--- src/hdl/pbl_pkg.sv ---
// ----------------------------------------------------------------------------
// pbl_pkg
// Shared widths, codes and handshake types of the pairwise bit-linkage block.
// ----------------------------------------------------------------------------
package pbl_pkg;

  localparam int LOCI_DEF     = 64;
  localparam int MAX_ROWS_DEF = 1024;
  localparam int FRAC_DEF     = 16;

  localparam int ROW_W  = 64;
  localparam int LOC_W  = 6;
  localparam int CNT_W  = 11;
  localparam int OUT_W  = 24;
  localparam int LOG_W  = 33;
  localparam int DIFF_W = 36;
  localparam int SUM_W  = 50;
  localparam int DEN_W  = 33;
  localparam int NLOGS  = 9;

  localparam logic [29:0] LN2_Q30 = 30'd744261118;

  localparam logic [1:0] KIND_CLEAR = 2'd0;
  localparam logic [1:0] KIND_LOAD  = 2'd1;
  localparam logic [1:0] KIND_QUERY = 2'd2;

  localparam logic [1:0] ST_OK    = 2'd0;
  localparam logic [1:0] ST_SAME  = 2'd1;
  localparam logic [1:0] ST_EMPTY = 2'd2;

  typedef enum logic [1:0] {
    OP_CLEAR = 2'd0,
    OP_LOAD  = 2'd1,
    OP_QUERY = 2'd2
  } op_t;

  typedef struct packed {
    op_t              op;
    logic [ROW_W-1:0] row;
    logic [LOC_W-1:0] a;
    logic [LOC_W-1:0] b;
  } item_t;

  typedef struct packed {
    logic             start;
    logic [CNT_W-1:0] value;
  } log_req_t;

  typedef struct packed {
    logic             done;
    logic [LOG_W-1:0] value;
  } log_rsp_t;

  typedef struct packed {
    logic                    start;
    logic signed [SUM_W-1:0] sum;
    logic [DEN_W-1:0]        den;
  } div_req_t;

  typedef struct packed {
    logic             done;
    logic [OUT_W-1:0] value;
  } div_rsp_t;

endpackage

--- src/hdl/pbl_front.sv ---
// ----------------------------------------------------------------------------
// pbl_front
// Input side: classify items, drop unused kinds, hold two in a queue.
// ----------------------------------------------------------------------------
module pbl_front (
  input  logic                      clk,
  input  logic                      rst,
  input  logic                      in_valid,
  output logic                      in_stall,
  input  logic [1:0]                kind,
  input  logic [pbl_pkg::ROW_W-1:0] row_bits,
  input  logic [pbl_pkg::LOC_W-1:0] locus_a,
  input  logic [pbl_pkg::LOC_W-1:0] locus_b,
  input  logic                      hold,
  output logic                      q_valid,
  output pbl_pkg::item_t            q_item,
  input  logic                      q_pop
);

  pbl_pkg::item_t slot [2];
  pbl_pkg::item_t item;
  logic [1:0]     count;
  logic           head;
  logic           known;
  logic           push;
  logic           pop;
  logic           tail;

  always_comb begin
    known   = 1'b1;
    item.op = pbl_pkg::OP_CLEAR;
    unique case (kind)
      pbl_pkg::KIND_CLEAR: item.op = pbl_pkg::OP_CLEAR;
      pbl_pkg::KIND_LOAD:  item.op = pbl_pkg::OP_LOAD;
      pbl_pkg::KIND_QUERY: item.op = pbl_pkg::OP_QUERY;
      default:             known   = 1'b0;
    endcase
    item.row = row_bits;
    item.a   = locus_a;
    item.b   = locus_b;
  end

  assign in_stall = hold || (count == 2'd2);
  assign push     = in_valid && !in_stall && known;
  assign q_valid  = (count != 2'd0);
  assign pop      = q_pop && q_valid;
  assign tail     = head ^ count[0];
  assign q_item   = slot[head];

  always_ff @(posedge clk) begin
    if (rst) begin
      count <= 2'd0;
      head  <= 1'b0;
    end else begin
      head  <= head ^ pop;
      count <= count + {1'b0, push} - {1'b0, pop};
    end
  end

  always_ff @(posedge clk) begin
    if (push) begin
      slot[tail] <= item;
    end
  end

endmodule

--- config.mk ---
export PLATFORM = sky130hd
export DESIGN_NAME = pbl_front
export DESIGN_NICKNAME = d
export VERILOG_FILES = /design/src/hdl/pbl_pkg.sv /design/src/hdl/pbl_front.sv
export SDC_FILE = /design/constraint.sdc
export NUM_CORES = 1
export LEC_CHECK = 0
export BUFFER_PORTS_ARGS = -buffer_cell sky130_fd_sc_hd__buf_2
export CORE_ASPECT_RATIO = 1.2
export CORE_MARGIN = 5
export CORE_UTILIZATION = 30
export DETAILED_ROUTE_END_ITERATION = 7
export HOLD_SLACK_MARGIN = 0.02
export MAX_ROUTING_LAYER = met4
export PLACE_DENSITY = 0.47
export SYNTH_ARGS = -nofsm -noshare
export SYNTH_HDL_FRONTEND = slang
export SYNTH_SLANG_ARGS = --single-unit
export TNS_END_PERCENT = 1
--- constraint.sdc ---
create_clock -name clk -period 15.3 [get_ports clk]
set_clock_uncertainty 0.05 [all_clocks]
set_input_delay 0.765 -clock clk [delete_from_list [all_inputs] [get_ports clk]]
set_output_delay 0.765 -clock clk [all_outputs]
set_load 0.1 [all_outputs]
After elaboration in Yosys (flattened, before gate mapping)
Memory sizes are Yosys's and may differ from the RTL's. A register that Yosys moved wholly into a read port is not among the register bits.
Cells that the tools add are included.
Storage, ports and cells
  flip-flop bits (word level): 3
  bits in latches: 0
  memory bits (writable): 156
  ROM bits: 0
  bits of input ports: 83
  output and inout port bits: 80
  logic and storage cells: 23
  memories: 1
Memories
  slot: depth 2, bits a word 78, rd ports 1, clocked after Yosys merged registers in 1, wr ports 1, RTL line pbl_front.sv:20  | pbl_pkg::item_t slot [2];
Operators by class
  $add $sub $neg: 2
  multiply operators: 0
  div/mod/pow operators: 0
  magnitude comparators: 0
  eq/ne operators: 3
  shift-type cells: 0
  muxes and demuxes: 5
  bitwise gates (word level): 2
  reductions and logical operators: 8
Operators with widths (count)
  2-bit == test, second input constant: 2
  1-bit 2-to-1 mux: 4
  2-bit one-hot mux with 2 select lines: 1
  1-bit logical AND: 3
  3-bit OR reduction: 1
  2-bit by 1-bit adder with 2-bit output: 1
  2-bit by 1-bit == test with 1-bit output, second input constant: 1
  2-bit zero test: 1
  2-bit nonzero test: 1
  2-bit by 1-bit subtractor with 2-bit output: 1
  1-bit XOR: 2
  1-bit zero test: 1
  1-bit logical OR: 1

Depth between registers and ports, before layout
  word-level depth: 7
  depth in mapped cells: 7
  gate-level depth less buffers: 7

Worst setup path after synthesis
No wires, ideal clock.
  path kind: input port to flip-flop
  start point: input in_valid
  end point: memory slot[0][0] in the netlist's numbering, enable pin
  setup time: 0.707 ns
  arrival time: 8.351 ns
  required time: 14.543 ns
  path slack: 6.192 ns
  stages on the path: 2
  buffers on the path: 0
  cells stage by stage: a21bo_2 nor4_1
On the way
  cells in the longest elaborated chain, start to end: 4
RTL lines
  start, declared: RTL line pbl_front.sv:8  | input logic in_valid,
  1-bit logical AND (2 in a row): RTL line pbl_front.sv:44  | assign push = in_valid && !in_stall && known;
  1-bit 2-to-1 mux: RTL line pbl_front.sv:61  | if (push) begin
  1-bit 2-to-1 mux (not written as such): RTL line pbl_front.sv:62  | slot[tail] <= item;
  end, declared: RTL line pbl_front.sv:20
Every way passes these cells.

==> metrics.md <==
| Metric | Value |
|---|---|
| Cell Pwr Density | `211.2 nW/µm²` |
| # rows | `56` |
| WL/cell | `16.57 µm` |
| Mux share of post-synthesis cell area | `0.1509` |
| Startpoint Class | `flip-flop` |
| Placed inst area | `6984 µm²` |
| Largest family of logic cells by synthesized area | `multiplexers` |
| Most Crowded Layer GR | `met2` |
| Core footprint | `19480 µm²` |
| Final hold violations | `0` |
| Most frequent cells in the layout | `buf_2 (162), edfxtp_1 (156), mux2_2 (79)` |
| Met2 GRT Util | `0.2023` |
| Yosys warning total | `0` |
| Die X-Extent | `138.0 µm` |
| Crit path kind | `reg -> out` |
| DRT antenna net count | `0` |
| Area delta synth->final | `28.93%` |
| Congestion Overflow GR | `0` |
| Pin count of the biggest net entering global routing | `82` |
| Post-route DRC | `0` |
| Critical-path maximum fanout | `81` |
| Overall power | `1605 µW` |
| Final Non-Filler Cells | `716` |
| Count of different cell masters after synthesis | `19` |
| Buffers on Ports | `162` |
| Hold buffer count at cts | `0` |
| Total CTS buffers | `17` |
| Setup Viol. Count Final | `0` |
| Lkg Pwr | `0.002775 µW` |
| Share of layout cells above drive strength 1 | `0.6176` |
| Clock buffer depth | `2` |
| Post-Syn Nets | `351` |
| TritonCTS clock tree | `yes` |
| # diodes | `0` |
| Clock latency on the worst-skew pair | `410 ps` |
| GRT Util Overall | `0.1120` |
| M1 GR Usage | `0.1095` |
| Seq cells post-synth | `159` |
| Post-CTS sizing | `0` |
| Die ar. | `22570 µm²` |
| Vias in the first global route | `3405` |
| Avg Inst Size Synth | `22.16 µm²` |
| Fin Setup TNS | `0 ps` |
| Clock transition at the registers of the reported paths | `60 ps` |
| Worst ir drop on vdd | `0.08897 mV` |
| Global placement routability congestion | `0.6933` |
| Die height | `163.6 µm` |
| Max-cap violations | `0` |
| Post-CTS Setup Bufs | `0` |
| Initial cell density of the core | `0.3027` |
| Fin. max-slew vios | `0` |
| Commonest non-fill, non-tap cell in the layout | `buf_2` |
| Placed Cells | `684` |
| I/O pin count | `163` |
| Antenna violations before repair | `0` |
| Final Instance Area | `7601 µm²` |
| Synth Area in Adders | `0.004244` |
| Achievable Freq | `0.3178 GHz` |
| Via density | `4.274` |
| Drt initial violations | `140` |
| Min cycle time layout | `3147 ps` |
| Root Driver | `clkbuf_16` |
| Fin crit share | `0.2057` |
| Post-Synthesis Cells | `266` |
| # H-tree levels | `4` |
| First drt pass iteration count | `4` |
| Max-slew headroom at the worst pin | `0.2476` |
| Hold Path Class | `in -> reg` |
| Simple-Gate Fraction of Synth Area | `0.01464` |
| Data required, critical path | `14490 ps` |
| Post-Synth XOR/XNOR Area | `0.005306` |
| Slew @ Worst Pin | `1129 ps` |
| Critical Path AT | `2330 ps` |
| Seq/Total Area, Yosys | `0.8048` |
| Clock Sinks | `159` |
| Crit. End Element | `output pin` |
| Unrepaired setup endpoints after global routing | `no` |
| GRT met3 Usage | `0.03327` |
| First-pass GRT wire length | `17920 µm` |
| WL final | `11860 µm` |
| Mapped cell area | `5896 µm²` |
| Compound-Gate Fraction of Synth Area | `0.002971` |
| Outcome | `completed` |
| Dpl hpwl | `7721 µm` |
| Via count | `3060` |
| Nets | `527` |
-- worst max-delay path, cell delays in order, from the launching register on --
cell and delay (ps):
dfxtp_4 1100, mux2_2 340, buf_2 430
-- cell families after synthesis --
logic type / Yosys count
adders and majority gates: 2
muxes: 79
DFF: 159
buffers and inverters: 10
xor gates and xnor gates: 2
AOI/OAI and AO/OA: 2
and+or+nand+nor: 12
-- state kept, by name, summed over array words and instances, names as in the netlist --
| register | flops |
|---|---|
| head | 1 |
| slot | 156 |
| count | 2 |
-- cell usage after synthesis --
cell	instances	area (µm²)
nor2b_1	4	25.02
nor4_1	1	6.260
a21bo_2	1	10.01
or3_1	1	6.260
xor2_1	1	8.760
buf_6	6	67.56
o21a_1	1	7.510
buf_4	2	15.01
edfxtp_1	156	4684
buf_8	1	15.01
nor2b_4	1	13.76
ha_1	2	25.02
mux2_2	79	889.6
nor4b_2	1	15.01
dfxtp_1	3	60.06
nor2_1	2	7.510
xnor3_1	1	22.52
or2_2	2	12.51
inv_1	1	3.750
-- stage by stage --
step	setup slack, ps	hold WS [ps]	utilization
after CTS	12060	456.1	0.3902
after global routing	11990	452.3	0.3902
final	12150	482.4	0.3902
after floorplan	6192	575.8	-
after detailed placement	12510	630.1	0.3586
after global placement	12530	601.8	0.3586
-- report_power, final --
part | total (µW) | switching (µW) | internal, µW
Clock | 440 | 166 | 274
Combinational | 594 | 480 | 114
Sequential | 572 | 35.0 | 537
Total | 1610 | 681 | 924
-- layer usage --
| metal | vias to the layer above | routed length (µm) |
|---|---|---|
| met1 | 1545 | 4348 |
| met3 | 12 | 690 |
| li1 | 1411 | - |
| met2 | 92 | 6636 |
| met5 | - | 0 |
| met4 | 0 | 187 |
-- cell type report --
| class | count | area [µm²] |
|---|---|---|
| repair buffers | 166 | 840.8 |
| flip-flops and latches | 159 | 4748 |
| inverters | 1 | 3.754 |
| clock inverters | 13 | 183.9 |
| well taps | 261 | 326.6 |
| clock buffers | 19 | 432.9 |
| multi-input cells | 97 | 1065 |
| fillers | 1889 | 11880 |
-- path summary, 6_finish.rpt --
kind | from | to | cells after the start | slack [ps]
worst max register to register | head$_SDFF_PP0_ | slot[1][48]$_DFFE_PP_ | 3 | 12640
worst max-delay path | head$_SDFF_PP0_ | q_item[29] | 2 | 12150
worst min register to register | count[1]$_SDFF_PP0_ | count[1]$_SDFF_PP0_ | 2 | 630
worst min-delay path | row_bits[23] | slot[1][35]$_DFFE_PP_ | 1 | 480
Power figures use the tool's default switching activity.
