==> src/hdl/pbl_pkg.sv <==
// ----------------------------------------------------------------------------
// pbl_pkg
// Shared widths, codes and handshake types of the pairwise bit-linkage block.
// ----------------------------------------------------------------------------
package pbl_pkg;

  localparam int LOCI_DEF     = 64;
  localparam int MAX_ROWS_DEF = 1024;
  localparam int FRAC_DEF     = 16;

  localparam int ROW_W  = 64;
  localparam int LOC_W  = 6;
  localparam int CNT_W  = 11;
  localparam int OUT_W  = 24;
  localparam int LOG_W  = 33;
  localparam int DIFF_W = 36;
  localparam int SUM_W  = 50;
  localparam int DEN_W  = 33;
  localparam int NLOGS  = 9;

  localparam logic [29:0] LN2_Q30 = 30'd744261118;

  localparam logic [1:0] KIND_CLEAR = 2'd0;
  localparam logic [1:0] KIND_LOAD  = 2'd1;
  localparam logic [1:0] KIND_QUERY = 2'd2;

  localparam logic [1:0] ST_OK    = 2'd0;
  localparam logic [1:0] ST_SAME  = 2'd1;
  localparam logic [1:0] ST_EMPTY = 2'd2;

  typedef enum logic [1:0] {
    OP_CLEAR = 2'd0,
    OP_LOAD  = 2'd1,
    OP_QUERY = 2'd2
  } op_t;

  typedef struct packed {
    op_t              op;
    logic [ROW_W-1:0] row;
    logic [LOC_W-1:0] a;
    logic [LOC_W-1:0] b;
  } item_t;

  typedef struct packed {
    logic             start;
    logic [CNT_W-1:0] value;
  } log_req_t;

  typedef struct packed {
    logic             done;
    logic [LOG_W-1:0] value;
  } log_rsp_t;

  typedef struct packed {
    logic                    start;
    logic signed [SUM_W-1:0] sum;
    logic [DEN_W-1:0]        den;
  } div_req_t;

  typedef struct packed {
    logic             done;
    logic [OUT_W-1:0] value;
  } div_rsp_t;

endpackage

==> src/hdl/pbl_log.sv <==
// ----------------------------------------------------------------------------
// pbl_log
// Iterative natural log of an 11-bit count in Q30, one squaring per cycle.
// ----------------------------------------------------------------------------
module pbl_log (
  input  logic              clk,
  input  logic              rst,
  input  pbl_pkg::log_req_t req,
  output pbl_pkg::log_rsp_t rsp
);

  typedef enum logic [3:0] {
    L_IDLE = 4'b0001,
    L_SQ   = 4'b0010,
    L_MUL  = 4'b0100,
    L_FIN  = 4'b1000
  } lstate_t;

  lstate_t     state;
  logic [30:0] m;
  logic [29:0] frac;
  logic [3:0]  e;
  logic [3:0]  e_c;
  logic [4:0]  step;
  logic        zero;
  logic [59:0] prod;
  logic [61:0] sq;
  logic [31:0] sq_top;
  logic [59:0] prod_rnd;

  always_comb begin
    e_c = 4'd0;
    for (int b = 0; b < pbl_pkg::CNT_W; b++) begin
      if (req.value[b]) begin
        e_c = 4'(b);
      end
    end
    sq       = {31'b0, m} * {31'b0, m};
    sq_top   = sq[61:30];
    prod_rnd = (prod + (60'd1 << 29)) >> 30;
  end

  always_ff @(posedge clk) begin
    if (rst) begin
      state    <= L_IDLE;
      rsp.done <= 1'b0;
    end else begin
      rsp.done <= (state == L_FIN);
      unique case (state)
        L_IDLE: begin
          if (req.start) begin
            e     <= e_c;
            m     <= 31'(req.value) << (5'd30 - {1'b0, e_c});
            frac  <= '0;
            step  <= 5'd0;
            zero  <= (req.value == '0);
            state <= L_SQ;
          end
        end
        L_SQ: begin
          if (sq_top[31]) begin
            m                   <= sq_top[31:1];
            frac[5'd29 - step] <= 1'b1;
          end else begin
            m <= sq_top[30:0];
          end
          step <= step + 5'd1;
          if (step == 5'd29) begin
            state <= L_MUL;
          end
        end
        L_MUL: begin
          prod  <= {30'b0, frac} * {30'b0, pbl_pkg::LN2_Q30};
          state <= L_FIN;
        end
        L_FIN: begin
          rsp.value <= zero ? '0 :
                       pbl_pkg::LOG_W'(e) * pbl_pkg::LOG_W'(pbl_pkg::LN2_Q30)
                       + pbl_pkg::LOG_W'(prod_rnd);
          state     <= L_IDLE;
        end
        default: state <= L_IDLE;
      endcase
    end
  end

endmodule

==> config.mk <==
export PLATFORM = sky130hd
export DESIGN_NAME = pbl_log
export DESIGN_NICKNAME = d
export VERILOG_FILES = /design/src/hdl/pbl_pkg.sv /design/src/hdl/pbl_log.sv
export SDC_FILE = /design/constraint.sdc
export NUM_CORES = 2
export LEC_CHECK = 0
export BUFFER_PORTS_ARGS = -buffer_cell sky130_fd_sc_hd__buf_2
export CAP_MARGIN = 20
export CELL_PAD_IN_SITES_DETAIL_PLACEMENT = 0
export CELL_PAD_IN_SITES_GLOBAL_PLACEMENT = 1
export CORE_UTILIZATION = 57
export DETAILED_ROUTE_END_ITERATION = 10
export PLACE_DENSITY = 0.92
export SLEW_MARGIN = 20
export SYNTH_ARGS = -nofsm -noshare
export SYNTH_HDL_FRONTEND = slang
export SYNTH_SLANG_ARGS = --single-unit
==> constraint.sdc <==
create_clock -name clk -period 19.5 [get_ports clk]
set_input_delay 2.925 -clock clk [delete_from_list [all_inputs] [get_ports clk]]
set_output_delay 2.925 -clock clk [all_outputs]
set_load 0.05 [all_outputs]
# Word level (Yosys, flattened, before mapping)
# Index checks and enable logic that the tools add are counted.
op_classes:
  eq_ne: 8
  reduce_logical: 9
  n_bitwise: 2
  n_lt_le_gt_ge: 2
  shift: 1
  mul: 3
  add_sub_neg: 5
  muxes: 23
op_table:
  columns: ["op", "n"]
  rows:
  - ["$mul 31x31->62", 1]
  - ["$mux 31", 2]
  - ["$pmux 31 s2", 1]
  - ["$add 60x30->60 const B", 1]
  - ["$mux 30", 2]
  - ["$pmux 30 s2", 1]
  - ["$mul 30x29->59 const B", 1]
  - ["$mux 4", 10]
  - ["$add 33x30->33", 1]
  - ["$mul 4x29->32 const B", 1]
  - ["$shl 11x5->31", 1]
  - ["$or 30x30->30", 1]
  - ["$pmux 4 s3", 1]
  - ["$logic_not 11->1", 1]
  - ["$pmux 5 s2", 1]
  - ["$lt 5x6->1 const B", 1]
  - ["$ne 2x2->1 const B", 3]
  - ["$reduce_and 2->1", 3]
  - ["$reduce_and 3->1", 2]
  - ["$add 5x1->5 const B", 1]
  - ["$demux 1 s5", 1]
  - ["$eq 5x5->1 const B", 1]
  - ["$ge 5x1->1 const B", 1]
  - ["$mux 5", 1]
  - ["12 further kinds", 13]
totals:
  inputBits: 14
  wordCells: 62
  regBits: 168

# Depth between registers and ports, before layout
logic_depth:
  depth_word: 14
  ltp_mapped: 31
  depth_no_buf: 27

# Worst setup path after synthesis
# Ideal clock, no wire load.
synth_path:
  path_kind: "register -> register"
  startpoint: "register m[9]"
  endpoint: "register frac[0] (enable)"
  n_path_buf: 3
  arrival_time_ns: 7.878
  path_slack_ns: 11.233
  t_required_ns: 19.111
  setup_ns: 0.389
  period_less_slack_ns: 8.267
  path_stages_with_launch: 29
  path_cell_list: "edfxtp_1 clkbuf_1 clkbuf_1 nand2_1 fa_1 fa_1 inv_1 fa_1 inv_1 fa_1 inv_1 fa_1 fa_1 fa_1 inv_1 fa_1 inv_1 ha_1 nand2_1 nor2_1 nand2_1 a2bb2oi_1 and2b_1 a21boi_4 o311ai_4 and3_1 buf_2 nor2_1 o21a_1"
synth_between:
  elab_chain_len: 3
synth_lines:
  columns: ["item", "line", "rtl"]
  rows:
  - ["from (decl)", "pbl_log.sv:20", "logic [30:0] m;"]
  - ["from (signal assigned)", "pbl_log.sv:53", "m <= 31'(req.value) << (5'd30 - {1'b0, e_c});"]
  - ["from (signal assigned)", "pbl_log.sv:62", "m <= sq_top[31:1];"]
  - ["from (signal assigned)", "pbl_log.sv:65", "m <= sq_top[30:0];"]
  - ["$mul 31x31->62", "pbl_log.sv:38", "sq = {31'b0, m} * {31'b0, m};"]
  - ["$ne 2x2->1 (no source line)", null, null]
  - ["$reduce_and 4->1 (no source line)", null, null]
  - ["to (signal assigned)", "pbl_log.sv:54", "frac <= '0;"]
  - ["to (signal, indexed assignment)", "pbl_log.sv:63", "frac[5'd29 - step] <= 1'b1;"]
  - ["to (decl)", "pbl_log.sv:21", "logic [29:0] frac;"]
# No other way between the ends.
# A chain may end at the register's enable or synchronous reset.

# Final worst setup path
layout_path:
  startpoint: "register m[15]"
  endpoint: "register m[23] (data pin)"
layout_between:
  elab_chain_len: 3
layout_lines:
  columns: ["item", "line", "rtl"]
  rows:
  - ["$mul 31x31->62", "pbl_log.sv:38", null]
  - ["$mux 31", "pbl_log.sv:61", "if (sq_top[31]) begin"]
  - ["$pmux 31 s2", "pbl_log.sv:49", "unique case (state)"]
# No other way between the ends.

==> flow_metrics.tcl <==
set metrics [dict create \
    status "finished, violations left" \
    failed_checks "DRC" \
    synthCells 5386 \
    final_cell_mix "1515 x inv_1, 1094 x fa_1, 654 x ha_1" \
    postPlaceCellArea_um2 52500 \
    syn_nets 7148 \
    cts.hold.buffers_added 0 \
    synth-seq-cells 140 \
    met1_usage 0.414 \
    cp_max_fo 26 \
    post-cts-setup-buffers 0 \
    postRouteAntennaNets 0 \
    root_buffer "clkbuf_16" \
    grt_max_degree 67 \
    slew-limit-headroom 0.328 \
    max_cap_violations 0 \
    crit_path_start "m[15]" \
    slew_viol_final 0 \
    clk_latency_ns 0.48 \
    ys_seq_area_frac 0.0814 \
    overflow 0 \
    final_common_cell "inv_1" \
    cp_slowest_stage_delay_ns 0.76 \
    worst_setup_hold_path_clk_slew_ns 0.09 \
    clock-sinks 140 \
    worstMarginPinSlew_ns 1.00 \
    critPathSlowestCell "nand3_1" \
    ys_async_sr_fraction 0 \
    netlist_area_um2 51000 \
    drt_wl_total_um 130000 \
    cts_made_buffers 17 \
    yosys_warnings 0 \
    grt_pass1_vias 39000 \
    nNetsFinal 7097 \
    wire_per_inst_um 19.9 \
    place_hpwl_um 107000 \
    gr-max-usage-layer "met2" \
    r2r_cells 24 \
    fmax_mhz 104 \
    drc_errors 4 \
    core_um2 88500 \
    final_area_um2 53100 \
    syn_area_per_cell_um2 9.48 \
    drtIter0Drc 2385 \
    chipWidth_um 301 \
    worstHoldStart "state[2]" \
    utilization 0.600 \
    cts_tree "yes" \
    synth_cell_types 86 \
    viasPerCell 5.54 \
    fin_crit_sh 0.492 \
    post_cts_resized 0 \
    rows 109 \
    rsz0062_at_grt "no" \
    cp-end-kind "flop" \
    synth_flop_cell "edfxtp_1" \
    portBuffers 47 \
    synth_edf_count 135 \
    met2_usage 0.490 \
    yosys.area.top_type "fa_1" \
    firstDrtPassIters 8 \
    track_usage 0.302 \
    hold_class "reg2reg" \
    met3_usage 0.0459 \
    startpoint_type "flop" \
    holdPathStages 2 \
    ioPinCount 48 \
    setup_violations 0 \
    min_to "state[3]" \
    hold_viol_final 0 \
    area_growth_pct 4.07 \
    crit_type "reg2reg" \
    crit_path_frequent_cell "fa_1" \
    period_minus_slack_ns 9.60 \
    reg2reg_slack_ns 9.90 \
    max-clock-path-buffers 2 \
    required_ns 19.71 \
    dieArea_um2 90700 \
    cp.arrival_ns 9.81 \
    cts_max_level 4 \
    hold_ws_ns 0.579 \
    grt_pass1_wl_um 211000 \
    synth_top_area_frac 0.429 \
    start_util 0.577 \
    finalWeightedCongestion 0.969 \
    reg2reg_from "m[15]" \
    antenna_found_initial 15 \
    routed-via-count 36100 \
    cp_cell_sequence "buf_4, clkinv_1, nor2_1, fa_1, fa_1, inv_1, fa_1, fa_1, fa_1, inv_1, fa_1, fa_1, fa_1, ha_1, a21oi_1, o21ai_1, o21ai_1, o21ai_0, o2111ai_2, a21boi_4, o311ai_4, nand3_1, and4_1, a311o_1" \
    die_h_um 301 \
    drive_gt1_frac 0.0323 \
    tns_ns 0 \
    r2r-end "m[23]" \
    ys_top_cells_by_area "fa_1 43%, ha_1 16%, inv_1 11%" \
    skew_ns 0.0222 \
]
cells by family (layout without fill, tap and decap cells):
family,Yosys count,in the layout,share of synthesized area
buffers and inverters,1684,1646,0.124
flip-flops,140,140,0.0814
AO/OA/AOI/OAI,588,588,0.0743
adder cells (fa/ha/maj),1748,1748,0.590
multiplexers,17,17,0.00417
AND/OR/NAND/NOR,1046,1046,0.0985
other,0,13,0
XOR/XNOR,163,163,0.0280
layer usage:
| metal | up-vias | part of all wire |
|---|---|---|
| li1 | 16400 | - |
| met1 | 18300 | 0.42 |
| met2 | 1220 | 0.48 |
| met3 | 260 | 0.071 |
| met4 | 2 | 0.035 |
| met5 | - | 0.00010 |
how the worst max path moves through the flow:
stage	to
2_1_floorplan	frac[0]
3_3_place_gp	frac[5]
3_5_place_dp	m[23]
4_1_cts	frac[15]
5_1_grt	m[23]
6_report	m[23]
synthesized netlist by cell type, types with 19 or more instances:
library cell	count
inv_1	1515
o21ai_0	98
nor2_1	194
nand4_1	35
o21bai_1	19
edfxtp_1	135
nand2b_1	22
nor2b_1	28
o21a_1	19
nand2_1	401
nor3_1	38
xnor2_1	107
xor2_1	56
and2_1	192
a21o_1	76
nand3_1	56
clkbuf_1	148
ha_1	654
a211oi_1	19
fa_1	1094
a21oi_1	216
critical path: cells and delay by family (launching register included):
family	cells	cell delay (ns)
adders and majority gates	9	4.33
AOI/OAI and AO/OA	8	1.89
and+or+nand+nor	3	1.70
buffers and inverters	4	1.06
DFF	1	0.33
final cells by class:
class / instances / area [um2]
multi-input cells: 3562 / 40600
fillers: 7549 / 35400
inverters: 1516 / 5690
flip-flops and latches: 140 / 4150
well taps: 1165 / 1460
repair buffers: 98 / 618
clock buffers: 17 / 425
clock inverters: 15 / 173
diodes: 13 / 32.5
registers in the layout, summed over array words and instances (netlist names):
name   cells
e          4
frac      30
m         31
prod      31
rsp       34
state      4
step       5
zero       1
stage by stage:
step           worst slack [ns]  instances
2_1_floorplan             11.23       5386
3_3_place_gp               9.86       6481
3_5_place_dp              10.12       6481
4_1_cts                   10.10       6513
5_1_grt                    9.43       6518
6_report                   9.90       6526
Power is left out: the tool's default activity adds up to more than one toggle a clock period on the data nets, which glitch-free logic cannot reach.
