`src/hdl/pbl_pkg.sv`:
```
// ----------------------------------------------------------------------------
// pbl_pkg
// Shared widths, codes and handshake types of the pairwise bit-linkage block.
// ----------------------------------------------------------------------------
package pbl_pkg;

  localparam int LOCI_DEF     = 64;
  localparam int MAX_ROWS_DEF = 1024;
  localparam int FRAC_DEF     = 16;

  localparam int ROW_W  = 64;
  localparam int LOC_W  = 6;
  localparam int CNT_W  = 11;
  localparam int OUT_W  = 24;
  localparam int LOG_W  = 33;
  localparam int DIFF_W = 36;
  localparam int SUM_W  = 50;
  localparam int DEN_W  = 33;
  localparam int NLOGS  = 9;

  localparam logic [29:0] LN2_Q30 = 30'd744261118;

  localparam logic [1:0] KIND_CLEAR = 2'd0;
  localparam logic [1:0] KIND_LOAD  = 2'd1;
  localparam logic [1:0] KIND_QUERY = 2'd2;

  localparam logic [1:0] ST_OK    = 2'd0;
  localparam logic [1:0] ST_SAME  = 2'd1;
  localparam logic [1:0] ST_EMPTY = 2'd2;

  typedef enum logic [1:0] {
    OP_CLEAR = 2'd0,
    OP_LOAD  = 2'd1,
    OP_QUERY = 2'd2
  } op_t;

  typedef struct packed {
    op_t              op;
    logic [ROW_W-1:0] row;
    logic [LOC_W-1:0] a;
    logic [LOC_W-1:0] b;
  } item_t;

  typedef struct packed {
    logic             start;
    logic [CNT_W-1:0] value;
  } log_req_t;

  typedef struct packed {
    logic             done;
    logic [LOG_W-1:0] value;
  } log_rsp_t;

  typedef struct packed {
    logic                    start;
    logic signed [SUM_W-1:0] sum;
    logic [DEN_W-1:0]        den;
  } div_req_t;

  typedef struct packed {
    logic             done;
    logic [OUT_W-1:0] value;
  } div_rsp_t;

endpackage

```
`src/hdl/pbl_div.sv`:
```
// ----------------------------------------------------------------------------
// pbl_div
// Signed sum over denominator, rounded half away from zero, saturated to
// 24 bits; restoring division, one quotient bit per cycle.
// ----------------------------------------------------------------------------
module pbl_div (
  input  logic              clk,
  input  logic              rst,
  input  pbl_pkg::div_req_t req,
  output pbl_pkg::div_rsp_t rsp
);

  localparam int XW = pbl_pkg::SUM_W + 1;
  localparam int DW = pbl_pkg::DEN_W;

  typedef enum logic [2:0] {
    D_IDLE = 3'b001,
    D_RUN  = 3'b010,
    D_FIN  = 3'b100
  } dstate_t;

  dstate_t                     state;
  logic                        neg;
  logic [XW-1:0]               x;
  logic [XW-1:0]               q;
  logic [DW-1:0]               den_r;
  logic [DW-1:0]               rem;
  logic [5:0]                  step;
  logic [pbl_pkg::SUM_W-1:0]   mag;
  logic [DW:0]                 rsh;
  logic                        ge;

  always_comb begin
    mag = req.sum[pbl_pkg::SUM_W-1] ? pbl_pkg::SUM_W'(-req.sum)
                                    : pbl_pkg::SUM_W'(req.sum);
    rsh = {rem, x[XW-1]};
    ge  = (rsh >= {1'b0, den_r});
  end

  always_ff @(posedge clk) begin
    if (rst) begin
      state    <= D_IDLE;
      rsp.done <= 1'b0;
    end else begin
      rsp.done <= (state == D_FIN);
      unique case (state)
        D_IDLE: begin
          if (req.start) begin
            neg   <= req.sum[pbl_pkg::SUM_W-1];
            x     <= {1'b0, mag} + XW'(req.den >> 1);
            den_r <= req.den;
            rem   <= '0;
            q     <= '0;
            step  <= 6'd0;
            state <= D_RUN;
          end
        end
        D_RUN: begin
          rem   <= ge ? DW'(rsh - {1'b0, den_r}) : rsh[DW-1:0];
          q     <= {q[XW-2:0], ge};
          x     <= x << 1;
          step  <= step + 6'd1;
          if (step == 6'(XW - 1)) begin
            state <= D_FIN;
          end
        end
        D_FIN: begin
          if (neg) begin
            rsp.value <= (q > XW'(1 << 23)) ? 24'h800000 : 24'(-q[23:0]);
          end else begin
            rsp.value <= (q > XW'((1 << 23) - 1)) ? 24'h7FFFFF : q[23:0];
          end
          state    <= D_IDLE;
        end
        default: state <= D_IDLE;
      endcase
    end
  end

endmodule

```
`config.mk`:
```
export PLATFORM = sky130hd
export DESIGN_NAME = pbl_div
export DESIGN_NICKNAME = d
export VERILOG_FILES = /design/src/hdl/pbl_pkg.sv /design/src/hdl/pbl_div.sv
export SDC_FILE = /design/constraint.sdc
export NUM_CORES = 1
export LEC_CHECK = 0
export BUFFER_PORTS_ARGS = -buffer_cell sky130_fd_sc_hd__clkbuf_2
export CAP_MARGIN = 5
export CORE_MARGIN = 4
export CORE_UTILIZATION = 55
export CTS_CLUSTER_DIAMETER = 40
export DETAILED_ROUTE_END_ITERATION = 16
export GPL_TIMING_DRIVEN = 0
export PLACE_DENSITY = 0.75
export SLEW_MARGIN = 20
export SYNTH_ARGS = -nofsm -noshare
export SYNTH_HDL_FRONTEND = slang
export SYNTH_SLANG_ARGS = --single-unit
```
`constraint.sdc`:
```
create_clock -name clk -period 7.9 [get_ports clk]
set_input_delay 0.395 -clock clk [delete_from_list [all_inputs] [get_ports clk]]
set_output_delay 0.395 -clock clk [all_outputs]
set_load 0.03 [all_outputs]
```
## Word level (Yosys, flattened, before mapping)

Index checks and enable logic that the tools add are counted.

- Register bits after elaboration: 203
- Input port bits: 86
- Word-level logic and storage cells: 45

- Add/subtract/negate cells: 5
- Order comparisons: 3
- Eq/ne operators: 6
- Mux-type cells: 16
- Bitwise operators: 1
- Reductions and logical operators: 5

Operators by type and width:

| kind | number |
|---|---|
| 51-bit one-hot mux with 2 select lines | 2 |
| 51-bit 2-to-1 mux | 2 |
| 24-bit 2-to-1 mux | 3 |
| 33-bit 2-to-1 mux | 2 |
| 33-bit one-hot mux with 2 select lines | 1 |
| 50-bit by 32-bit adder with 51-bit output | 1 |
| 51-bit by 23-bit greater-than comparator with 1-bit output (second input constant) | 1 |
| 51-bit by 24-bit greater-than comparator with 1-bit output (second input constant) | 1 |
| 50-bit 2-to-1 mux | 1 |
| 50-bit negation | 1 |
| 34-bit by 33-bit >= comparator with 1-bit output | 1 |
| 33-bit subtractor | 1 |
| 24-bit negation | 1 |
| 6-bit one-hot mux with 2 select lines | 1 |
| 6-bit by 1-bit adder with 6-bit output (second input constant) | 1 |
| 6-bit == test (second input constant) | 1 |
| 3-bit 2-to-1 mux | 2 |
| 6-bit 2-to-1 mux | 1 |
| 3-bit one-hot mux with 2 select lines | 1 |
| 3-bit AND reduction | 2 |
| 2-bit != test (second input constant) | 2 |
| 2-bit AND reduction | 2 |
| 3-bit by 1-bit == test with 1-bit output (second input constant) | 1 |
| 3-bit by 2-bit == test with 1-bit output (second input constant) | 1 |
| 3 further kinds | 3 |

## Depth between registers and ports, before layout

- Depth after elaboration: 5
- Mapped depth: 19
- Mapped depth without buffers: 18

## Worst setup path before layout

OpenSTA, ideal clock, no wires.

- Kind: reg2reg
- Start point: register state[1]
- End point: register q[0], enable pin
- Library setup time: 0.493 ns
- Arrival: 6.949 ns
- Path slack: 0.458 ns
- Stages on the path, launching flop included: 5
- Clock period less this slack: 7.442 ns
- Path through: dfxtp_1 > clkbuf_1 > nor4_1 > nor2_1 > inv_1

- Longest elaborated chain between the ends: 3
- Elaborated cells on any way between the ends: 5
- Those cells by class: 3 x eq/ne; 2 x reduce/logical

Ends and longest elaborated chain:

| item | line | text |
|---|---|---|
| start, declared | pbl_div.sv:22 | `dstate_t state;` |
| start signal, assigned | pbl_div.sv:42 | `state <= D_IDLE;` |
| start signal, assigned | pbl_div.sv:55 | `state <= D_RUN;` |
| start signal, assigned | pbl_div.sv:64 | `state <= D_FIN;` |
| 3-bit by 1-bit == test with 1-bit output or 3-bit by 2-bit == test with 1-bit output (tied branches) | pbl_div.sv:46 | `unique case (state)` |
| 2-bit != test (no line) or 2-bit nonzero test (tied branches) | -- |  |
| 3-bit AND reduction (no line) * | -- |  |
| end signal, assigned | pbl_div.sv:60 | `q <= {q[XW-2:0], ge};` |
| end, declared | pbl_div.sv:25 | `logic [XW-1:0] q;` |

Every way passes the cells marked *; elsewhere a longest branch is shown, timed or not.
A chain may end at the register's enable or synchronous reset.

## Final worst setup path

- Start point: input req[82] in the netlist's numbering
- End point: register x[42] (data pin)

- Longest elaborated chain between the ends: 4

Ends and longest elaborated chain:

| item | line | text |
|---|---|---|
| start, declared | pbl_div.sv:9 | `input pbl_pkg::div_req_t req,` |
| 50-bit 2-to-1 mux | pbl_div.sv:34 | `mag = req.sum[pbl_pkg::SUM_W-1] ? pbl_pkg::SUM_W'(-req.sum)` |
| 50-bit by 32-bit adder with 51-bit output | pbl_div.sv:50 | `x <= {1'b0, mag} + XW'(req.den >> 1);` |
| 51-bit 2-to-1 mux | pbl_div.sv:48 | `if (req.start) begin` |
| 51-bit one-hot mux with 2 select lines | pbl_div.sv:46 |  |
| end signal, assigned | pbl_div.sv:50 |  |
| end signal, assigned | pbl_div.sv:61 | `x <= x << 1;` |
| end, declared | pbl_div.sv:24 | `logic [XW-1:0] x;` |

No other way between the ends. The select of a mux whose other input is x is not followed.

==> results by group <==
Worst setup path
  • Kind of critical path: primary input to register
  • CP max FO: 10
  • Startpoint type of the worst setup path: primary input
  • Max incr delay on CP: 0.57 ns
  • Endpoint of the worst register-to-register path: rsp[3]
  • Worst r2r src: q[0]
  • Critical Path Most Common Cell: clkbuf_1
  • Library cell contributing the largest single delay on the critical path: clkbuf_1
  • Ordered list of cells on the worst path: clkbuf_2 -> clkbuf_1 -> clkbuf_1 -> clkbuf_1 -> o21ai_0 -> fa_1 -> a211oi_1 -> o211a_1 -> a21oi_1 -> a21o_1 -> a211o_1 -> a211o_1 -> a41oi_1 -> clkbuf_1 -> nor3_1 -> xnor2_1 -> a21oi_1
  • Crit path capture type: register
  • Worst endpoint required time: 8.20 ns
  • Register-to-register setup slack: 3.48 ns
  • Arrival time reported for the critical path endpoint: 5.44 ns
  • Count of cells along the worst register-to-register path: 13

Synthesis
  • Post-synth design cell area: 13,400 um^2
  • Synthesized flop and latch total: 203
  • Top_reg_cell synth: edfxtp_1
  • Number of cells produced by synthesis: 1,338
  • Xor/xnor cell area share of the yosys netlist: 7.80%
  • Largest family of logic cells by synthesized area: simple AND/OR/NAND/NOR gates
  • Net Count, Synth: 1,500
  • Share of flip-flops with an asynchronous set or reset after synthesis: 0%
  • Synth top area share: 44.7%
  • Number of flops mapped to enable cells by yosys: 199
  • Number of library cell types mapped by synthesis: 75
  • Register area share after synthesis: 45.3%
  • Cell accounting for the most synthesized area: edfxtp_1
  • Syn Area/Cell: 9.99 um^2
  • Mux contribution to synthesized area: 2.02%
  • Adder-cell area share of the yosys netlist: 7.23%
  • Yosys synthesis warning count: 0
  • Share of the synthesized area in compound gates (AO/OA/AOI/OAI): 16.9%
  • Synth top area cells: edfxtp_1 (45%), ha_1 (6.9%), xnor2_1 (4.8%)
  • Post-synthesis share of cell area spent on and, or, nand and nor gates: 17.3%

Global routing
  • Antenna violations before repair: 1
  • Total global routing overflow: 0
  • First-pass GRT wire length: 54,300 um
  • Via count of the first global-routing pass: 10,500
  • Pin count of the biggest net entering global routing: 74
  • GRT Overall Usage: 25.1%

Clock tree
  • Number of sinks on the clock net: 203
  • Worst-path clk slew: 0.07 ns
  • Number of clock buffers inserted by TritonCTS: 31
  • Number of H-tree levels: 1
  • Cts hold-fix bufs: 0
  • Clock root cell: clkbuf_16
  • Post-CTS setup buffer count: 0
  • Maximum buffer depth of the clock tree: 3
  • Resized Gates After CTS: 0
  • Clock latency on the worst-skew pair: 0.56 ns
  • TritonCTS clock tree: built

Placement
  • Place WS: 2.26 ns
  • Port Buf Inserts: 110
  • HPWL Detailed: 25,200 um
  • Area of placed instances: 14,400 um^2
  • RePlAce Congestion: 0.940

Final layout
  • Total non-filler cell area in the finished layout: 15,500 um^2
  • Layout cells sized above 1: 13.9%
  • Final layout net count: 1,652
  • Layout overhead on the synthesized area: 15.6%
  • Number of filler cells placed in the layout: 1,971
  • Commonest cells after routing, fill and taps aside: edfxtp_1 (199), nor2_1 (123), clkbuf_2 (111), nand2_1 (106), a21oi_1 (89)
  • Commonest non-fill, non-tap cell in the layout: edfxtp_1

Floorplanning
  • Die H: 164 um
  • Chip width: 164 um
  • Row count: 56
  • Die Outline Area: 26,900 um^2
  • Area of the core region: 23,700 um^2
  • Io pins: 111
  • Initial Utilization: 56.4%

Power and ir drop
  • Ratio of total power to cell area: 208 nW/um^2
  • Internal: 2.31 mW
  • Combinational group share of total power: 18.0%
  • LEAKAGE: 6.13 nW
  • Part of the power in the clock network: 41.8%
  • Peak ir drop on the vdd network: 0.000131 V
  • Switching Share: 28.0%
  • Total net switching power: 899 uW
  • Power share of the sequential group: 40.3%

Routing
  • Average routed wire per standard cell: 18.4 um
  • Total detailed-routing wirelength: 33,800 um
  • Number of nets still failing antenna checks after routing: 0
  • DRC errors left: 0
  • Starting DRT DRC Count: 770
  • Total number of vias: 10,900
  • Vias per std cell: 5.96
  • Iteration count of the initial detailed-routing pass: 5

Timing
  • Tightest Pin Transition: 1.14 ns
  • Setup violation total in the final timing report: 0
  • Final critical-path required period: 5.14 ns
  • Timing-limited maximum frequency: 194 MHz
  • Count of final hold-check violations: 0
  • Worst slew margin relative to its limit: 23.7%
  • Setup repair after global routing missed its margin: no
  • Final period util: 65.1%
  • Final setup margin: 2.76 ns
  • Worst clock skew: 0.0300 ns
  • Count of pins over their slew limit: 0

Run
  • Count of max-cap constraint violations: 0

Worst hold path
  • Class of the tightest hold or removal check: primary input to register
  • Hold path endpoint: den_r[28]
  • Min-Delay Startpoint: req[28]
  • Depth of the worst hold-timing path: 1

Outcome
  • Run status: complete, no violations
==> worst max-delay path, delay by kind of cell <==
family	cells	cell delay, ns
buffers and inverters	5	2.00
and+or+nand+nor	1	0.11
AOI/OAI and AO/OA	9	2.21
xor gates and xnor gates	1	0.20
adders and majority gates	1	0.51
==> state kept, by name, indices dropped and copies added (netlist names) <==
signal,flops
state,3
x,51
q,51
rsp,25
den_r,33
rem,33
step,6
neg,1
==> worst max path at each step <==
stage / start / to / slack, ns / cells after the start
global route: req[82] / x[40] / 2.51 / 17
global placement: req[83] / x[0] / -1.93 / 5
CTS: req[82] / x[42] / 2.85 / 17
detailed placement: req[82] / x[42] / 2.26 / 17
floorplan: state[1] / q[0] / 0.46 / 4
finish: req[82] / x[42] / 2.76 / 17
==> logic make-up after synthesis <==
family,count (synthesis)
DFF,203
and+or+nand+nor,456
adders and majority gates,76
xor gates and xnor gates,119
buffers and inverters,118
AOI/OAI and AO/OA,339
muxes,27
==> stage by stage <==
stage | util, % | hold slack [ns] | cells | TNS [ns] | power, mW
5_1_grt | 65.2 | 0.0320 | 1835 | 0 | 3.36
3_5_place_dp | 60.8 | 0.506 | 1776 | 0 | 1.88
6_report | 65.3 | 0.0505 | 1836 | 0 | 3.21
4_1_cts | 65.2 | 0.0255 | 1834 | 0 | 3.23
3_3_place_gp | 60.4 | 0.494 | 1767 | -271.03 | 1.87
2_1_floorplan | - | 0.462 | 1338 | 0 | 1.73
==> cell usage after synthesis, types with 8 or more instances <==
| cell | count |
|---|---|
| nand3_1 | 22 |
| xnor2_1 | 73 |
| ha_1 | 74 |
| o21ai_0 | 80 |
| or2_2 | 13 |
| edfxtp_1 | 199 |
| o311ai_0 | 18 |
| o211ai_1 | 8 |
| nand2b_1 | 13 |
| nor2_1 | 123 |
| inv_1 | 72 |
| a21oi_1 | 89 |
| nor3_1 | 20 |
| xor2_1 | 46 |
| a21o_1 | 28 |
| o41ai_1 | 13 |
| o31ai_1 | 24 |
| nand4_1 | 20 |
| nor4_1 | 16 |
| mux2i_1 | 27 |
| nor2b_1 | 10 |
| a211oi_1 | 17 |
| nand2_1 | 106 |
| clkbuf_1 | 38 |
| or3_1 | 19 |
| and2_1 | 52 |
==> layout make-up <==
cell class,instances,area [um^2],share of cell area (%)
Multi-Input combinational cell,1017,6860,44.4
Sequential cell,203,6060,39.2
Clock buffer,36,805,5.21
Timing Repair Buffer,119,623,4.03
Tap cell,319,399,2.58
Inverter,72,278,1.80
Clock inverter,22,236,1.53
Buffer,46,190,1.23
Antenna cell,2,5.00,0.0324
==> metal layers <==
metal,up-vias,routed length (um),track usage [%]
met3,51,2490,4.12
met4,0,799,7.82
met1,5173,14900,35.1
li1,5303,-,-
met2,418,15600,40.2
met5,-,0,0
==> power by group through the flow <==
stage                     combinational, mW  sequential, mW  clock [mW]
after floorplan                       0.421            1.31           0
after global placement                0.550            1.32           0
after detailed placement              0.568            1.31           0
after CTS                             0.572            1.29        1.36
after global routing                  0.643            1.30        1.42
final                                 0.577            1.29        1.34
(Power assumes the default switching activity.)
